$ cat config.mk
export PLATFORM = sky130hd
export DESIGN_NAME = gregorian_date_difference_core
export DESIGN_NICKNAME = d
export VERILOG_FILES = /design/src/hw/rtl/gddc_pkg.sv /design/src/hw/rtl/gregorian_date_difference_core.sv
export SDC_FILE = /design/constraint.sdc
export NUM_CORES = 1
export LEC_CHECK = 0
export BUFFER_PORTS_ARGS = -buffer_cell sky130_fd_sc_hd__buf_2
export CORE_ASPECT_RATIO = 1.1
export CORE_MARGIN = 2
export CORE_UTILIZATION = 45
export DETAILED_ROUTE_END_ITERATION = 6
export GPL_TIMING_DRIVEN = 1
export PLACE_DENSITY_LB_ADDON = 0.3
export REMOVE_ABC_BUFFERS = 1
export SYNTH_ARGS = -nofsm -noshare
export SYNTH_HDL_FRONTEND = slang
export SYNTH_SLANG_ARGS = --single-unit
export TNS_END_PERCENT = 100
$ cat constraint.sdc
create_clock -name clk -period 7.5 [get_ports clk]
set_input_delay 1.5 -clock clk [delete_from_list [all_inputs] [get_ports clk]]
set_output_delay 1.5 -clock clk [all_outputs]
set_load 0.02 [all_outputs]
$ cat src/hw/rtl/gddc_pkg.sv
`default_nettype none

package gddc_pkg;

  localparam int YEAR_W  = 14;
  localparam int MONTH_W = 4;
  localparam int DAY_W   = 5;
  localparam int COUNT_W = 22;

  // Signed running difference of the two serial day numbers.
  localparam int ACC_W = 25;
  typedef logic signed [ACC_W-1:0] acc_t;

  // floor(y / 100) = (y * 5243) >> 19 holds exactly for every 14-bit y.
  localparam int DIV100_MUL   = 5243;
  localparam int DIV100_SHIFT = 19;
  localparam int PROD_W       = 27;

  localparam int Q100_W = 8;
  localparam int R100_W = 7;

  localparam int DAYS_PER_YEAR = 365;
  localparam int SERIAL_W      = 23;

  localparam logic [COUNT_W-1:0] DAY_COUNT_MAX = {COUNT_W{1'b1}};

  typedef logic [8:0] doy_t;

  // Days before the first of the month; month 0 counts as January and
  // months above twelve as December.
  function automatic doy_t days_before_month(input logic [MONTH_W-1:0] m);
    doy_t res;
    case (m)
      4'd0, 4'd1: res = 9'd0;
      4'd2:       res = 9'd31;
      4'd3:       res = 9'd59;
      4'd4:       res = 9'd90;
      4'd5:       res = 9'd120;
      4'd6:       res = 9'd151;
      4'd7:       res = 9'd181;
      4'd8:       res = 9'd212;
      4'd9:       res = 9'd243;
      4'd10:      res = 9'd273;
      4'd11:      res = 9'd304;
      default:    res = 9'd334;
    endcase
    return res;
  endfunction

endpackage

`default_nettype wire

$ cat src/hw/rtl/gregorian_date_difference_core.sv
// Channel   Handshake              Payload
// in        start / busy           in_start_{year,month,day}, in_end_{year,month,day}
// out       out_valid (strobe)     out_day_count
// cfg       APB psel/penable/...   include_end_day at byte address 0
//
// Each date in turn passes through the reciprocal multiply for the century
// quotient (ST_MUL), the state forming the remainder (ST_REM) and five terms
// through the one shared add/subtract accumulator (ST_ACC); a last state,
// ST_DONE, clamps and saturates. The result strobe rises the cycle after that,
// with busy already low, so the next start is taken in the strobe cycle.
// Reset is synchronous and active low; it sets include_end_day to one.
// The receiver cannot stall, so each result is shown for exactly one cycle.
`default_nettype none

module gregorian_date_difference_core (
  input  wire                               clk,
  input  wire                               rst_n,
  input  wire                               start,
  output logic                              busy,
  input  wire  [gddc_pkg::YEAR_W-1:0]       in_start_year,
  input  wire  [gddc_pkg::MONTH_W-1:0]      in_start_month,
  input  wire  [gddc_pkg::DAY_W-1:0]        in_start_day,
  input  wire  [gddc_pkg::YEAR_W-1:0]       in_end_year,
  input  wire  [gddc_pkg::MONTH_W-1:0]      in_end_month,
  input  wire  [gddc_pkg::DAY_W-1:0]        in_end_day,
  output logic                              out_valid,
  output logic [gddc_pkg::COUNT_W-1:0]      out_day_count,
  input  wire                               psel,
  input  wire                               penable,
  input  wire                               pwrite,
  input  wire  [2:0]                        paddr,
  input  wire  [31:0]                       pwdata,
  output logic [31:0]                       prdata,
  output logic                              pready
);
  import gddc_pkg::*;

  localparam logic [2:0] ST_IDLE = 3'd0;
  localparam logic [2:0] ST_MUL  = 3'd1;
  localparam logic [2:0] ST_REM  = 3'd2;
  localparam logic [2:0] ST_ACC  = 3'd3;
  localparam logic [2:0] ST_DONE = 3'd4;

  localparam logic [2:0] TERM_YEARS = 3'd0;
  localparam logic [2:0] TERM_DIV4  = 3'd1;
  localparam logic [2:0] TERM_DIV100 = 3'd2;
  localparam logic [2:0] TERM_DIV400 = 3'd3;
  localparam logic [2:0] TERM_DOY   = 3'd4;

  logic [2:0]             state_r, state_nxt;
  logic [2:0]             term_r, term_nxt;
  logic                   sel_r, sel_nxt;
  acc_t                   acc_r, acc_nxt;
  logic [Q100_W-1:0]      q_r, q_nxt;
  logic [R100_W-1:0]      rem_r, rem_nxt;
  logic                   inc_r;
  logic                   out_valid_r, out_valid_nxt;
  logic [COUNT_W-1:0]     count_r, count_nxt;

  logic [YEAR_W-1:0]      sy_r, ey_r;
  logic [MONTH_W-1:0]     sm_r, em_r;
  logic [DAY_W-1:0]       sd_r, ed_r;

  logic [YEAR_W-1:0]      y;
  logic [MONTH_W-1:0]     m;
  logic [DAY_W-1:0]       d;
  logic [PROD_W-1:0]      prod;
  logic                   leap;
  logic                   rem_nz;
  logic [SERIAL_W-1:0]    term;
  logic                   neg;
  logic [ACC_W-1:0]       diff;
  logic [ACC_W-1:0]       total;

  // Configuration port
  assign pready = 1'b1;
  assign prdata = {31'd0, inc_r};

  always_ff @(posedge clk) begin
    if (!rst_n) begin
      inc_r <= 1'b1;
    end else if (psel && penable && pwrite && pready && !paddr[2]) begin
      inc_r <= pwdata[0];
    end
  end

  // Operand selection for the date being worked on
  assign y = sel_r ? ey_r : sy_r;
  assign m = sel_r ? em_r : sm_r;
  assign d = sel_r ? ed_r : sd_r;

  assign prod   = PROD_W'(y) * PROD_W'(DIV100_MUL);
  assign rem_nz = (rem_r != '0);
  assign leap   = rem_nz ? (y[1:0] == 2'd0) : (q_r[1:0] == 2'd0);

  always_comb begin
    case (term_r)
      TERM_YEARS:  term = SERIAL_W'(y) * SERIAL_W'(DAYS_PER_YEAR);
      TERM_DIV4:   term = SERIAL_W'((YEAR_W+1)'(y) + (YEAR_W+1)'(3)) >> 2;
      TERM_DIV100: term = SERIAL_W'(q_r) + SERIAL_W'(rem_nz);
      TERM_DIV400: term = SERIAL_W'(q_r >> 2)
                          + SERIAL_W'(rem_nz || (q_r[1:0] != 2'd0));
      TERM_DOY:    term = SERIAL_W'(days_before_month(m)) + SERIAL_W'(d)
                          + SERIAL_W'(leap && (m > 4'd2));
      default:     term = '0;
    endcase
  end

  // The start date's serial number is subtracted, the end date's added.
  assign neg  = !sel_r ^ (term_r == TERM_DIV100);
  assign diff = (acc_r > 0) ? acc_r : '0;
  assign total = diff + ACC_W'(inc_r);

  always_comb begin
    state_nxt     = state_r;
    term_nxt      = term_r;
    sel_nxt       = sel_r;
    acc_nxt       = acc_r;
    q_nxt         = q_r;
    rem_nxt       = rem_r;
    out_valid_nxt = 1'b0;
    count_nxt     = count_r;
    case (state_r)
      ST_IDLE: begin
        if (start) begin
          state_nxt = ST_MUL;
          sel_nxt   = 1'b0;
          acc_nxt   = '0;
        end
      end
      ST_MUL: begin
        q_nxt     = Q100_W'(prod >> DIV100_SHIFT);
        state_nxt = ST_REM;
      end
      ST_REM: begin
        rem_nxt   = R100_W'(y - YEAR_W'(q_r) * YEAR_W'(100));
        term_nxt  = TERM_YEARS;
        state_nxt = ST_ACC;
      end
      ST_ACC: begin
        acc_nxt = neg ? (acc_r - acc_t'(term)) : (acc_r + acc_t'(term));
        if (term_r == TERM_DOY) begin
          if (sel_r) begin
            state_nxt = ST_DONE;
          end else begin
            sel_nxt   = 1'b1;
            state_nxt = ST_MUL;
          end
        end else begin
          term_nxt = term_r + 3'd1;
        end
      end
      ST_DONE: begin
        count_nxt     = (total > ACC_W'(DAY_COUNT_MAX)) ? DAY_COUNT_MAX
                                                        : COUNT_W'(total);
        out_valid_nxt = 1'b1;
        state_nxt     = ST_IDLE;
      end
      default: begin
        state_nxt = ST_IDLE;
      end
    endcase
  end

  always_ff @(posedge clk) begin
    if (!rst_n) begin
      state_r     <= ST_IDLE;
      out_valid_r <= 1'b0;
    end else begin
      state_r     <= state_nxt;
      out_valid_r <= out_valid_nxt;
    end
  end

  always_ff @(posedge clk) begin
    term_r  <= term_nxt;
    sel_r   <= sel_nxt;
    acc_r   <= acc_nxt;
    q_r     <= q_nxt;
    rem_r   <= rem_nxt;
    count_r <= count_nxt;
    if (start && !busy) begin
      sy_r <= in_start_year;
      sm_r <= in_start_month;
      sd_r <= in_start_day;
      ey_r <= in_end_year;
      em_r <= in_end_month;
      ed_r <= in_end_day;
    end
  end

  assign busy          = (state_r != ST_IDLE);
  assign out_valid     = out_valid_r;
  assign out_day_count = count_r;

endmodule

`default_nettype wire

==> run metrics <==
CP Launch Type flop; Die Width 169.6 um; Starting Density 45.80%; Rel. slew slack 27.28%; hpwl dp 26260 um; VDD IR max 0.6113 mV; Root Buffer clkbuf_16; MaxCap Viol Count 0; die area 31580 um^2; Post-synth top cells inv_1, ha_1, edfxtp_1; largest cells by area after synthesis edfxtp_1, ha_1, fa_1; post-synthesis mux area share 2.515%; DRC 0; Finish-stage setup viols 0; fmax 137.6 MHz; global-route wire length before repair 53160 um; worst slew pin tran about 1.1 ns; Ports 144; ys async rst share 0%; routed len/inst 16.68 um; CP max FO 7; Mapped Area between 10000 and 15000 um^2; Final Max Tran Viols 0; DRT antenna net count 0; largest net degree at the start of global routing 47; Post-Route WL 32850 um; row cnt 66; Final Skew about 0.0089 ns; ANT cells 0; number of synthesized register bits 117; Worst path slowest cell or4bb_4; Syn Inst Count between 1000 and 1500; Vias/cell 5.216; P&R area growth vs syn 20.51%; Synth cell types 86; htree depth 4; Synth Area in Compound Gates about an eighth; vias after detailed routing 10271; CTS sink cnt ~120; Critical Path Max Stage Delay 0.61 ns; worst skew pair latency 0.42 ns; Pleak 7.526 nW; CTS clk-pin slew, worst paths 0.06 ns; crit path kind reg2reg; GRT Overall Usage 21.67%; ratio of cells with drive above 1 in the final layout 22.07%; top cell type's share of synthesized area 24.77%; class of the worst hold path reg2reg; CTS Buf Count 17; Final Hold Viols 0; GRT overflow 0; Worst Setup End Kind flop; die height 186.2 um; Post-synth top flop edfxtp_1; Ys Warns 0; Min Hold Slack around 0.52 ns; Tcrit/Tclk final 96.92%; syn avg cell area 9.854 um^2; Tmin final 7.269 ns; CP Data Required Time between 7 and 8 ns; Power Density about 510 nW/um^2; drt pass-1 iters 5; fin util 55.20%; count leader, synth inv_1; count of flip-flops with a built-in enable after synthesis 112; I/O Buffers 78; CTS tree built; fin nets 1968; post-synthesis simple-gate area fraction 11.20%; gpl congestion between 0.9 and 1; maximum clock path buffer count 2; core box area approximately 30000 um^2; sequential element share of the synthesized area 25.50%; 1st-iter DRT viols 589; antenna violations before repair 0; Adder-Cell Fraction of Synth Area roughly a third; status completed; largest family of logic cells by synthesized area adder cells; area leader, netlist edfxtp_1; sum of negative setup slack 0 ns; Post-Synth XOR/XNOR Area 7.067%; vias in the first global route 10583; Worst Path Arrival between 7 and 8 ns
-- path summary, 6_finish.rpt --
check	slack, ns	endpoint	cells after the start	start
max	0.23	acc_r[24]	32	sel_r
min	0.52	inc_r	2	inc_r
max reg2reg	0.23	acc_r[24]	32	sel_r
min reg2reg	0.52	inc_r	2	inc_r
-- final cells by class --
cell class	count	area (um^2)
multi-input cells	1017	9537
fillers	2554	13280
clock buffers	19	432.9
flip-flops and latches	117	3463
repair buffers	212	1436
well taps	374	467.9
clock inverters	13	205.2
inverters	217	822.0
-- stage by stage --
step                      instance area [um^2]  setup slack [ns]  total power [mW]  instances
after floorplan                          13320           -0.7975             4.906       1351
after global routing                     16360          -0.05062             9.286       1969
after CTS                                15900          0.002116             7.958       1958
after detailed placement                 15110           -0.1784             6.844       1924
after global placement                   15110           -0.1057             6.725       1924
final                                    16360            0.2307             8.411       1969
-- critical path, delay by kind of cell, from the launching register on --
kind            cells  cell delay, ns
compound gates      8            1.33
fa+ha+maj           6            2.02
flops               1            0.46
mux                 1            0.29
buf+inv             6            0.67
simple gates        8            1.69
xor+xnor            3            0.52
-- repair_timing --
action / in CTS / in global routing
cloned: 1 / 0
endpoints found under the setup margin: 3 / 7
resized for setup: 23 / 80
pin swaps: 4 / 39
buffers inserted: 1 / 12
hold endpoints to repair: 0 / 0
hold buffers: 0 / 0
-- kinds of logic after synthesis --
logic type,after synthesis
and+or+nand+nor,308
adders and majority gates,299
buffers and inverters,274
AOI/OAI and AO/OA,239
DFF,117
xor gates and xnor gates,108
muxes,31
other,2
-- metal layers --
layer | part of all wire, % | wire (um) | vias up | GRT usage, %
met5 | 0 | 0 | - | 0
met4 | 3.6 | 1170 | 0 | 8.718
met3 | 2.9 | 952 | 57 | 2.158
met2 | 49 | 16240 | 192 | 38.37
met1 | 44 | 14490 | 4934 | 27.34
li1 | - | - | 5088 | -
-- power by group --
| part | internal [mW] | switching [mW] |
|---|---|---|
| registers | 0.842 | 0.0706 |
| logic | 3.11 | 3.46 |
| clock network | 0.590 | 0.333 |
| total | 4.55 | 3.86 |
-- registers in the layout (all words and copies together) (netlist names) --
signal	flops
sel_r	1
out_day_count	22
rem_r	7
ed_r	5
term_r	3
sd_r	5
sy_r	14
acc_r	25
em_r	4
state_r	3
q_r	8
sm_r	4
inc_r	1
out_valid	1
ey_r	14
-- layout by cell type, fill, tap and decap left out, types with 8 or more instances in the layout --
cell type and n:
a21oi_2 9, fa_1 98, nor4_1 10, nor3_1 22, ha_1 180, a21oi_1 49
ha_4 18, xnor2_1 57, nand3_1 27, inv_1 199, o21a_1 11, a211oi_1 8
buf_4 129, edfxtp_1 112, a21o_1 19, o21ai_0 52, nor2_1 75, inv_2 14
nand4_1 11, nor2b_1 18, conb_1 32, xor2_1 46, buf_2 78, and3_1 10
mux2i_1 11, nand2b_1 19, nand2_1 81, clkbuf_16 17
No activity file was read; power rests on OpenSTA's default activity.
